<file path="config.mk">
export PLATFORM = sky130hd
export DESIGN_NAME = number_to_word_tokens_core_flat
export DESIGN_NICKNAME = d
export VERILOG_FILES = /design/src/hdl/nwt_pkg.sv /design/src/hdl/nwt_if.sv /design/src/hdl/nwt_ctrl.sv /design/src/hdl/nwt_dp.sv /design/src/hdl/number_to_word_tokens_core.sv /design/src/flat_wrapper.sv
export SDC_FILE = /design/constraint.sdc
export NUM_CORES = 1
export LEC_CHECK = 0
export ABC_CLOCK_PERIOD_IN_PS = 7500
export BUFFER_PORTS_ARGS = -buffer_cell sky130_fd_sc_hd__buf_2
export CORE_ASPECT_RATIO = 2
export CORE_MARGIN = 10
export CORE_UTILIZATION = 40
export CTS_BUF_LIST = sky130_fd_sc_hd__clkbuf_8 sky130_fd_sc_hd__clkbuf_16
export DETAILED_ROUTE_END_ITERATION = 6
export PLACE_DENSITY = 0.57
export RECOVER_POWER = 100
export SYNTH_ARGS = -nofsm -noshare
export SYNTH_HDL_FRONTEND = slang
export SYNTH_SLANG_ARGS = --single-unit
</file>
<file path="constraint.sdc">
create_clock -name clk -period 7.5 [get_ports clk]
set_clock_uncertainty 0.15 [all_clocks]
set_input_delay 0.375 -clock clk [delete_from_list [all_inputs] [get_ports clk]]
set_output_delay 0.375 -clock clk [all_outputs]
set_load 0.005 [all_outputs]
</file>
<file path="src/hdl/nwt_pkg.sv">
// Shared constants, types and a lookup function for the number-to-word token block.
`default_nettype none
package nwt_pkg;

    localparam int VALUE_W       = 40;
    localparam int NUMBER_GROUPS = 5;
    localparam int NUM_DIGITS    = 3 * NUMBER_GROUPS;
    localparam int BCD_W         = 4 * NUM_DIGITS;
    localparam int GRP_W         = (NUMBER_GROUPS > 1) ? $clog2(NUMBER_GROUPS) : 1;
    localparam int BITS_PER_STEP = 2;
    localparam int CONV_STEPS    = (VALUE_W + BITS_PER_STEP - 1) / BITS_PER_STEP;
    localparam int CNT_W         = (CONV_STEPS > 1) ? $clog2(CONV_STEPS) : 1;

    localparam int CODE_W    = 6;
    localparam int LETTERS_W = 4;

    localparam logic [CODE_W-1:0] CODE_ZERO       = 6'd0;
    localparam logic [CODE_W-1:0] CODE_TEN        = 6'd10;
    localparam logic [CODE_W-1:0] CODE_TENS_BASE  = 6'd18;
    localparam logic [CODE_W-1:0] CODE_HUNDRED    = 6'd28;
    localparam logic [CODE_W-1:0] CODE_AND        = 6'd29;
    localparam logic [CODE_W-1:0] CODE_SCALE_BASE = 6'd29;
    localparam int                MAX_SCALE       = 4;

    // token slots within one group, emitted lowest first
    localparam int NUM_SLOTS   = 6;
    localparam int SLOT_W      = 3;
    localparam int SLOT_HDIGIT = 0;
    localparam int SLOT_HUND   = 1;
    localparam int SLOT_AND    = 2;
    localparam int SLOT_LOW    = 3;
    localparam int SLOT_UNITS  = 4;
    localparam int SLOT_SCALE  = 5;

    typedef struct packed {
        logic load;
        logic shift;
        logic start;
        logic emit;
    } nwt_cmd_t;

    typedef struct packed {
        logic out_free;
        logic token_last;
    } nwt_sts_t;

    function automatic logic [LETTERS_W-1:0] word_letters_of(input logic [CODE_W-1:0] code);
        logic [LETTERS_W-1:0] n;
        case (code)
            6'd0:  n = 4'd4;
            6'd1:  n = 4'd3;
            6'd2:  n = 4'd3;
            6'd3:  n = 4'd5;
            6'd4:  n = 4'd4;
            6'd5:  n = 4'd4;
            6'd6:  n = 4'd3;
            6'd7:  n = 4'd5;
            6'd8:  n = 4'd5;
            6'd9:  n = 4'd4;
            6'd10: n = 4'd3;
            6'd11: n = 4'd6;
            6'd12: n = 4'd6;
            6'd13: n = 4'd8;
            6'd14: n = 4'd8;
            6'd15: n = 4'd7;
            6'd16: n = 4'd7;
            6'd17: n = 4'd9;
            6'd18: n = 4'd8;
            6'd19: n = 4'd8;
            6'd20: n = 4'd6;
            6'd21: n = 4'd6;
            6'd22: n = 4'd5;
            6'd23: n = 4'd5;
            6'd24: n = 4'd5;
            6'd25: n = 4'd7;
            6'd26: n = 4'd6;
            6'd27: n = 4'd6;
            6'd28: n = 4'd7;
            6'd29: n = 4'd3;
            6'd30: n = 4'd8;
            6'd31: n = 4'd7;
            6'd32: n = 4'd7;
            6'd33: n = 4'd8;
            default: n = 4'd0;
        endcase
        return n;
    endfunction

endpackage
`default_nettype wire

</file>
<file path="src/hdl/nwt_if.sv">
// Valid/ready channel interfaces for the number input and the token output.
`default_nettype none
interface nwt_num_if;
    import nwt_pkg::*;
    logic               valid;
    logic               ready;
    logic [VALUE_W-1:0] value;
    modport source (output valid, output value, input ready);
    modport sink   (input valid, input value, output ready);
endinterface

interface nwt_tok_if;
    import nwt_pkg::*;
    logic                 valid;
    logic                 ready;
    logic [CODE_W-1:0]    word_code;
    logic [LETTERS_W-1:0] word_letters;
    logic                 last_word;
    modport source (output valid, output word_code, output word_letters, output last_word,
                    input ready);
    modport sink   (input valid, input word_code, input word_letters, input last_word,
                    output ready);
endinterface
`default_nettype wire

</file>
<file path="src/hdl/nwt_ctrl.sv">
// Controller: sequences load, binary-to-BCD conversion, group setup and token emission.
`default_nettype none
module nwt_ctrl
(
    input  wire logic              clk,
    input  wire logic              rst_n,
    input  wire logic              in_valid,
    output logic                   in_ready,
    input  wire nwt_pkg::nwt_sts_t sts,
    output nwt_pkg::nwt_cmd_t      cmd
);
    import nwt_pkg::*;

    localparam logic [1:0] ST_IDLE  = 2'd0;
    localparam logic [1:0] ST_CONV  = 2'd1;
    localparam logic [1:0] ST_START = 2'd2;
    localparam logic [1:0] ST_EMIT  = 2'd3;

    logic [1:0]       state_reg, state_next;
    logic [CNT_W-1:0] cnt_reg, cnt_next;

    always_comb
    begin
        state_next = state_reg;
        cnt_next   = cnt_reg;
        cmd        = '0;
        in_ready   = 1'b0;
        case (state_reg)
            ST_IDLE:
            begin
                in_ready = 1'b1;
                if (in_valid)
                begin
                    cmd.load   = 1'b1;
                    cnt_next   = '0;
                    state_next = ST_CONV;
                end
            end
            ST_CONV:
            begin
                cmd.shift = 1'b1;
                cnt_next  = cnt_reg + 1'b1;
                if (cnt_reg == CNT_W'(CONV_STEPS - 1))
                begin
                    state_next = ST_START;
                end
            end
            ST_START:
            begin
                cmd.start  = 1'b1;
                state_next = ST_EMIT;
            end
            ST_EMIT:
            begin
                if (sts.out_free)
                begin
                    cmd.emit = 1'b1;
                    if (sts.token_last)
                    begin
                        state_next = ST_IDLE;
                    end
                end
            end
            default:
            begin
                state_next = ST_IDLE;
            end
        endcase
    end

    always_ff @(posedge clk or negedge rst_n)
    begin
        if (!rst_n)
        begin
            state_reg <= ST_IDLE;
            cnt_reg   <= '0;
        end
        else
        begin
            state_reg <= state_next;
            cnt_reg   <= cnt_next;
        end
    end

endmodule
`default_nettype wire

</file>
<file path="src/hdl/nwt_dp.sv">
// Datapath: double-dabble converter, group/slot token selection and output register.
`default_nettype none
module nwt_dp
(
    input  wire logic                          clk,
    input  wire logic                          rst_n,
    input  wire logic                          cfg_we,
    input  wire logic                          cfg_wdata,
    input  wire logic [nwt_pkg::VALUE_W-1:0]   value,
    input  wire nwt_pkg::nwt_cmd_t             cmd,
    output nwt_pkg::nwt_sts_t                  sts,
    output logic                               out_valid,
    input  wire logic                          out_ready,
    output logic [nwt_pkg::CODE_W-1:0]         word_code,
    output logic [nwt_pkg::LETTERS_W-1:0]      word_letters,
    output logic                               last_word
);
    import nwt_pkg::*;

    typedef logic [NUMBER_GROUPS-1:0][2:0][3:0] bcd_t;

    logic                 and_mode_reg;
    logic [VALUE_W-1:0]   bin_reg;
    bcd_t                 bcd_reg;
    logic [GRP_W-1:0]     grp_reg;
    logic [NUM_SLOTS-1:0] mask_reg;
    logic                 zero_reg;
    logic                 out_valid_reg;
    logic [CODE_W-1:0]    code_reg;
    logic [LETTERS_W-1:0] letters_reg;
    logic                 last_reg;

    function automatic logic [BCD_W-1:0] dabble(input logic [BCD_W-1:0] b, input logic bit_in);
        logic [BCD_W-1:0] a;
        a = b;
        for (int i = 0; i < NUM_DIGITS; i++)
        begin
            if (a[4*i +: 4] >= 4'd5)
            begin
                a[4*i +: 4] = a[4*i +: 4] + 4'd3;
            end
        end
        return {a[BCD_W-2:0], bit_in};
    endfunction

    function automatic logic [NUM_SLOTS-1:0] slot_mask(input logic [2:0][3:0] d,
                                                       input logic [GRP_W-1:0] g,
                                                       input logic and_on);
        logic [NUM_SLOTS-1:0] m;
        logic                 h_nz;
        logic                 low_nz;
        h_nz   = (d[2] != 4'd0);
        low_nz = (d[1] != 4'd0) || (d[0] != 4'd0);
        m = '0;
        m[SLOT_HDIGIT] = h_nz;
        m[SLOT_HUND]   = h_nz;
        m[SLOT_AND]    = h_nz && low_nz && and_on;
        m[SLOT_LOW]    = low_nz;
        m[SLOT_UNITS]  = (d[1] >= 4'd2) && (d[0] != 4'd0);
        m[SLOT_SCALE]  = (g != '0) && (h_nz || low_nz);
        return m;
    endfunction

    // highest nonzero group strictly below lim; msb flags a find
    function automatic logic [GRP_W:0] pick_below(input logic [NUMBER_GROUPS-1:0] nz,
                                                 input int lim);
        logic [GRP_W:0] r;
        r = '0;
        for (int i = 0; i < NUMBER_GROUPS; i++)
        begin
            if (nz[i] && (i < lim))
            begin
                r = {1'b1, GRP_W'(i)};
            end
        end
        return r;
    endfunction

    logic [BCD_W-1:0]         bcd_shifted;
    logic [NUMBER_GROUPS-1:0] grp_nz;
    logic [GRP_W:0]           top_pick;
    logic [GRP_W:0]           below_pick;
    logic [2:0][3:0]          cur_d;
    logic [NUM_SLOTS-1:0]     low_bit;
    logic [NUM_SLOTS-1:0]     remaining;
    logic [SLOT_W-1:0]        slot;
    logic [CODE_W-1:0]        tok_code;
    logic                     tok_last;
    logic                     out_free;

    assign bcd_shifted = dabble(dabble(BCD_W'(bcd_reg), bin_reg[VALUE_W-1]),
                                bin_reg[VALUE_W-2]);

    always_comb
    begin
        for (int g = 0; g < NUMBER_GROUPS; g++)
        begin
            grp_nz[g] = |bcd_reg[g];
        end
    end

    assign top_pick   = pick_below(grp_nz, NUMBER_GROUPS);
    assign below_pick = pick_below(grp_nz, int'(grp_reg));
    assign cur_d      = bcd_reg[grp_reg];
    assign low_bit    = mask_reg & (~mask_reg + 1'b1);
    assign remaining  = mask_reg & ~low_bit;

    always_comb
    begin
        slot = '0;
        for (int i = NUM_SLOTS - 1; i >= 0; i--)
        begin
            if (mask_reg[i])
            begin
                slot = SLOT_W'(i);
            end
        end
    end

    always_comb
    begin
        tok_code = CODE_ZERO;
        if (!zero_reg)
        begin
            case (slot)
                SLOT_W'(SLOT_HDIGIT): tok_code = {2'b00, cur_d[2]};
                SLOT_W'(SLOT_HUND):   tok_code = CODE_HUNDRED;
                SLOT_W'(SLOT_AND):    tok_code = CODE_AND;
                SLOT_W'(SLOT_LOW):
                begin
                    if (cur_d[1] >= 4'd2)
                    begin
                        tok_code = CODE_TENS_BASE + {2'b00, cur_d[1]};
                    end
                    else if (cur_d[1] == 4'd1)
                    begin
                        tok_code = CODE_TEN + {2'b00, cur_d[0]};
                    end
                    else
                    begin
                        tok_code = {2'b00, cur_d[0]};
                    end
                end
                SLOT_W'(SLOT_UNITS):  tok_code = {2'b00, cur_d[0]};
                SLOT_W'(SLOT_SCALE):
                begin
                    if (int'(grp_reg) > MAX_SCALE)
                    begin
                        tok_code = CODE_SCALE_BASE + CODE_W'(MAX_SCALE);
                    end
                    else
                    begin
                        tok_code = CODE_SCALE_BASE + CODE_W'(grp_reg);
                    end
                end
                default:              tok_code = CODE_ZERO;
            endcase
        end
    end

    assign tok_last = zero_reg || ((remaining == '0) && !below_pick[GRP_W]);
    assign out_free = !out_valid_reg || out_ready;

    assign sts.out_free   = out_free;
    assign sts.token_last = tok_last;

    always_ff @(posedge clk or negedge rst_n)
    begin
        if (!rst_n)
        begin
            and_mode_reg  <= 1'b1;
            out_valid_reg <= 1'b0;
            zero_reg      <= 1'b0;
            mask_reg      <= '0;
            grp_reg       <= '0;
        end
        else
        begin
            if (cfg_we)
            begin
                and_mode_reg <= cfg_wdata;
            end

            if (cmd.emit)
            begin
                out_valid_reg <= 1'b1;
            end
            else if (out_ready)
            begin
                out_valid_reg <= 1'b0;
            end

            if (cmd.start)
            begin
                zero_reg <= !top_pick[GRP_W];
                grp_reg  <= top_pick[GRP_W-1:0];
                mask_reg <= slot_mask(bcd_reg[top_pick[GRP_W-1:0]],
                                      top_pick[GRP_W-1:0], and_mode_reg);
            end
            else if (cmd.emit && !zero_reg)
            begin
                if (remaining != '0)
                begin
                    mask_reg <= remaining;
                end
                else
                begin
                    grp_reg  <= below_pick[GRP_W-1:0];
                    mask_reg <= slot_mask(bcd_reg[below_pick[GRP_W-1:0]],
                                          below_pick[GRP_W-1:0], and_mode_reg);
                end
            end
        end
    end

    always_ff @(posedge clk)
    begin
        if (cmd.load)
        begin
            bin_reg <= value;
            bcd_reg <= '0;
        end
        else if (cmd.shift)
        begin
            bin_reg <= {bin_reg[VALUE_W-BITS_PER_STEP-1:0], {BITS_PER_STEP{1'b0}}};
            bcd_reg <= bcd_t'(bcd_shifted);
        end

        if (cmd.emit)
        begin
            code_reg    <= tok_code;
            letters_reg <= word_letters_of(tok_code);
            last_reg    <= tok_last;
        end
    end

    assign out_valid    = out_valid_reg;
    assign word_code    = code_reg;
    assign word_letters = letters_reg;
    assign last_word    = last_reg;

endmodule
`default_nettype wire

</file>
<file path="src/hdl/number_to_word_tokens_core.sv">
// Per number: accept, then 2-bit double-dabble conversion, then group setup, then one word
// token per cycle (1 to 23 tokens) into the output register while that register is free.
// The next number is accepted once the last token is in the output register.
// rst_n (asynchronous, active low) returns the sequencer to idle, empties the output
// register and sets and_mode to 1.
`default_nettype none
module number_to_word_tokens_core
(
    input  wire logic clk,
    input  wire logic rst_n,
    input  wire logic cfg_we,
    input  wire logic cfg_wdata,
    nwt_num_if.sink   num,
    nwt_tok_if.source tok
);
    import nwt_pkg::*;

    nwt_cmd_t cmd;
    nwt_sts_t sts;
    logic     in_ready;

    nwt_ctrl u_ctrl
    (
        .clk      (clk),
        .rst_n    (rst_n),
        .in_valid (num.valid),
        .in_ready (in_ready),
        .sts      (sts),
        .cmd      (cmd)
    );

    nwt_dp u_dp
    (
        .clk          (clk),
        .rst_n        (rst_n),
        .cfg_we       (cfg_we),
        .cfg_wdata    (cfg_wdata),
        .value        (num.value),
        .cmd          (cmd),
        .sts          (sts),
        .out_valid    (tok.valid),
        .out_ready    (tok.ready),
        .word_code    (tok.word_code),
        .word_letters (tok.word_letters),
        .last_word    (tok.last_word)
    );

    assign num.ready = in_ready;

endmodule
`default_nettype wire

</file>
<file path="src/flat_wrapper.sv">
// flat-port wrapper written by rule: the top's interface ports become plain ports
module number_to_word_tokens_core_flat import nwt_pkg::*;
  (clk, rst_n, cfg_we, cfg_wdata, num_valid, num_value, num_ready, tok_valid, tok_word_code, tok_word_letters, tok_last_word, tok_ready);
  nwt_num_if num_i ();
  nwt_tok_if tok_i ();
  input  wire logic clk;
  input  wire logic rst_n;
  input  wire logic cfg_we;
  input  wire logic cfg_wdata;
  input wire logic [$bits(num_i.valid)-1:0] num_valid;
  input wire logic [$bits(num_i.value)-1:0] num_value;
  output wire logic [$bits(num_i.ready)-1:0] num_ready;
  output wire logic [$bits(tok_i.valid)-1:0] tok_valid;
  output wire logic [$bits(tok_i.word_code)-1:0] tok_word_code;
  output wire logic [$bits(tok_i.word_letters)-1:0] tok_word_letters;
  output wire logic [$bits(tok_i.last_word)-1:0] tok_last_word;
  input wire logic [$bits(tok_i.ready)-1:0] tok_ready;
  assign num_i.valid = num_valid;
  assign num_i.value = num_value;
  assign num_ready = num_i.ready;
  assign tok_valid = tok_i.valid;
  assign tok_word_code = tok_i.word_code;
  assign tok_word_letters = tok_i.word_letters;
  assign tok_last_word = tok_i.last_word;
  assign tok_i.ready = tok_ready;
  number_to_word_tokens_core u_core (.clk(clk), .rst_n(rst_n), .cfg_we(cfg_we), .cfg_wdata(cfg_wdata), .num(num_i), .tok(tok_i));
endmodule
</file>
==> run_results.csv <==
group,metric,value,unit
status,status,"finished with violations",
status,violations,"capacitance limit, slew limit",
synth,synth_top_cell_area_share,14.7,%
critical_path,critPathArrivalTime,5.51,ns
timing,fmax,0.184,GHz
timing,rsz0062_at_grt,"false",
grt,gr-usage-all-layers,18.7,%
critical_path,cp_cell_sequence,"inv_1 -> ha_1 -> clkbuf_1 -> o41ai_1 -> a22oi_1 -> nor2_1",
detailed_routing,drcViolationCount,0,
cts,path_clk_slew,0.06,ns
floorplanning,die_h,248,um
critical_path,crit_fanout,66,
critical_path,ff2ff_path_depth,6,
floorplanning,core,25700,um^2
cells_and_area,drive_above_1_share,10.8,%
synth,syn_inst,1276,
synth,synth_cell_types,82,
grt,grt_max_degree,69,
floorplanning,initial_core_util,40.6,%
cts,htreeDepth,4,
timing,fin_tns_setup,0,ns
synth,ys_top_cells_by_area,"edfxtp_1 (15%), dfxtp_1 (12%), ha_1 (11%)",
cts,clock_path_buffers,2,
floorplanning,io-pin-count,59,
placed_design,gp_congestion,0.994,
synth,ys_seq_elements,130,
hold_path,hold_class,"primary input to flip-flop",
placed_design,dpl.hpwl,23500,um
floorplanning,die_w,134,um
cells_and_area,num_antenna_cells,0,
critical_path,r2r_setup_slack,2.06,ns
timing,worst_pin_slew,3.09,ns
critical_path,r2r-end,"u_core.u_dp.bcd_reg[3]",
critical_path,crit_slowest_cell,"clkbuf_1",
grt,antenna_found_initial,0,
cts,clk_latency,0.45,ns
placed_design,numPortBuffers,58,
detailed_routing,drt_iter0_drc,446,
cts,cts_sinks,130,
synth,synthArstFlopShare,14.6,%
floorplanning,die-area,33300,um^2
cts,post_cts_buffers,0,
critical_path,required,7.57,ns
synth,yosysSeqAreaShare,30.8,%
cells_and_area,syn_to_final_growth,9.86,%
critical_path,cp-startpoint,"u_core.u_ctrl.state_reg[1]",
cells_and_area,nets,1430,
timing,period_minus_slack,5.44,ns
grt,grt_pass1_vias,9373,
cells_and_area,final_cell_mix,"nand2_1 (163), nor2_1 (151), inv_1 (92)",
cts,cts_tree,"built",
critical_path,crit_type,"flip-flop to flip-flop",
cells_and_area,final_common_cell,"nand2_1",
grt,grt_pass1_wl,49100,um
cells_and_area,instances_no_fill,1649,
grt,overflow,0,
timing,fin_crit_sh,72.5,%
placed_design,dp_cells,1615,
synth,syn_area_per_cell,8.16,um^2
cells_and_area,largest_register_ffs,60,
synth,yosys.area.top_type,"edfxtp_1",
detailed_routing,wl_per_cell,18.4,um
cts,cts_made_buffers,17,
critical_path,critical_path.endpoint,"u_core.u_dp.bcd_reg[3]",
synth,synth_edf_count,51,
synth,synth.net_count,1410,
timing,report.final.slew_viol_count,253,
floorplanning,rows,83,
timing,finalSetupViolations,0,
detailed_routing,routed_wl,30400,um
detailed_routing,drtAntennaViolNets,0,
synth,ys.warnings.count,0,
synth,ys.flop_type,"dfxtp_1",
timing,relSlewSlack,-106,%
timing,hold_viol,0,
cts,root_buffer,"clkbuf_16",
critical_path,r2r-start,"u_core.u_ctrl.state_reg[1]",
flow_run,maxCapViolCount,5,
detailed_routing,dr.pass1.iters,5,
synth,syn_area,10400,um^2
detailed_routing,vias,9132,
critical_path,max_stage_delay,2.11,ns
critical_path,critPathLaunchType,"flip-flop",
critical_path,crit_path_end_kind,"flip-flop",
cts,cts_repair_resize_count,0,
detailed_routing,vias_per_cell,5.54,
[what timing repair did]
| action | CTS | global route |
|---|---|---|
| hold endpoints to repair | 19 | 0 |
| hold buffers | 2 | 0 |
| endpoints found under the setup margin | 0 | 0 |
[synth_stat cells (4+ instances only)]
cell	number
clkbuf_1	57
nand3b_1	6
xnor2_1	33
a211oi_1	59
nor2_1	151
dfrtp_1	18
and2_1	5
nor4b_1	4
nand2_1	163
mux2i_1	42
nand4_1	5
inv_1	90
o21a_1	14
nand3_1	23
o31ai_1	5
o22ai_1	6
mux2_2	37
nor4_1	16
or3_1	5
a21oi_1	81
a22oi_1	4
a31oi_1	9
or2_2	5
nor4bb_1	5
nand2b_1	15
nor3_1	27
a311o_1	4
and3_1	7
buf_2	10
nor2b_1	26
edfxtp_1	51
o21ai_0	50
o211ai_1	7
dfxtp_1	60
ha_1	88
o221ai_1	4
nor3b_1	16
[metrics by stage]
step	util [%]	hold WS (ns)	setup slack (ns)	area (um^2)
final	44.6	0.0239	2.06	11400
after CTS	44.8	0.00878	3.13	11500
after global placement	42.6	0.205	3.21	10900
after detailed placement	42.6	0.207	3.15	10900
after floorplan	-	-0.0706	3.82	10400
after global routing	44.6	0.0142	1.42	11400
[metal layers]
| metal | routed length, um | global-route usage, % |
|---|---|---|
| met4 | 2010 | 13.3 |
| met1 | 10800 | 17.5 |
| met2 | 16700 | 35.6 |
| met3 | 891 | 3.29 |
| met5 | 0 | 0 |
[area by class of cell]
cell class | instances | area (um^2)
Clock inverter | 13 | 86.3
Timing Repair Buffer | 74 | 387
Inverter | 90 | 338
Clock buffer | 19 | 453
Multi-Input combinational cell | 983 | 6530
Tap cell | 340 | 425
Sequential cell | 130 | 3210
Fill cell | 2621 | 14200
[worst max-delay path, delay by kind of cell (launching register included)]
family                   cells  cell delay, ns
AO/OA/AOI/OAI                2            0.61
adder cells (fa/ha/maj)      1            1.69
buffers and inverters        2            2.20
flip-flops                   1            0.41
AND/OR/NAND/NOR              1            0.07
[cells by family after synthesis]
| kind of cell | count (synthesis) | share of synthesized area [%] |
|---|---|---|
| simple gates | 495 | 22.7 |
| compound gates | 282 | 18.0 |
| buf+inv | 163 | 6.18 |
| flops | 130 | 30.8 |
| fa+ha+maj | 88 | 10.6 |
| mux | 83 | 8.73 |
| xor+xnor | 35 | 2.95 |
[worst min-delay path by stage]
stage / end / slack, ns / cells after the start / startpoint
2_1_floorplan: u_core.u_ctrl.cnt_reg[0] / -0.07 / 0 / rst_n
3_3_place_gp: u_core.u_dp.mask_reg[1] / 0.21 / 1 / rst_n
3_5_place_dp: u_core.u_dp.mask_reg[1] / 0.21 / 1 / rst_n
4_1_cts: u_core.u_dp.and_mode_reg / 0.009 / 2 / cfg_we
5_1_grt: u_core.u_dp.and_mode_reg / 0.01 / 2 / cfg_we
6_report: u_core.u_dp.and_mode_reg / 0.02 / 2 / cfg_we
Power is left out: the tool's default activity adds up to more than one toggle a clock period on the data nets, which glitch-free logic cannot reach.
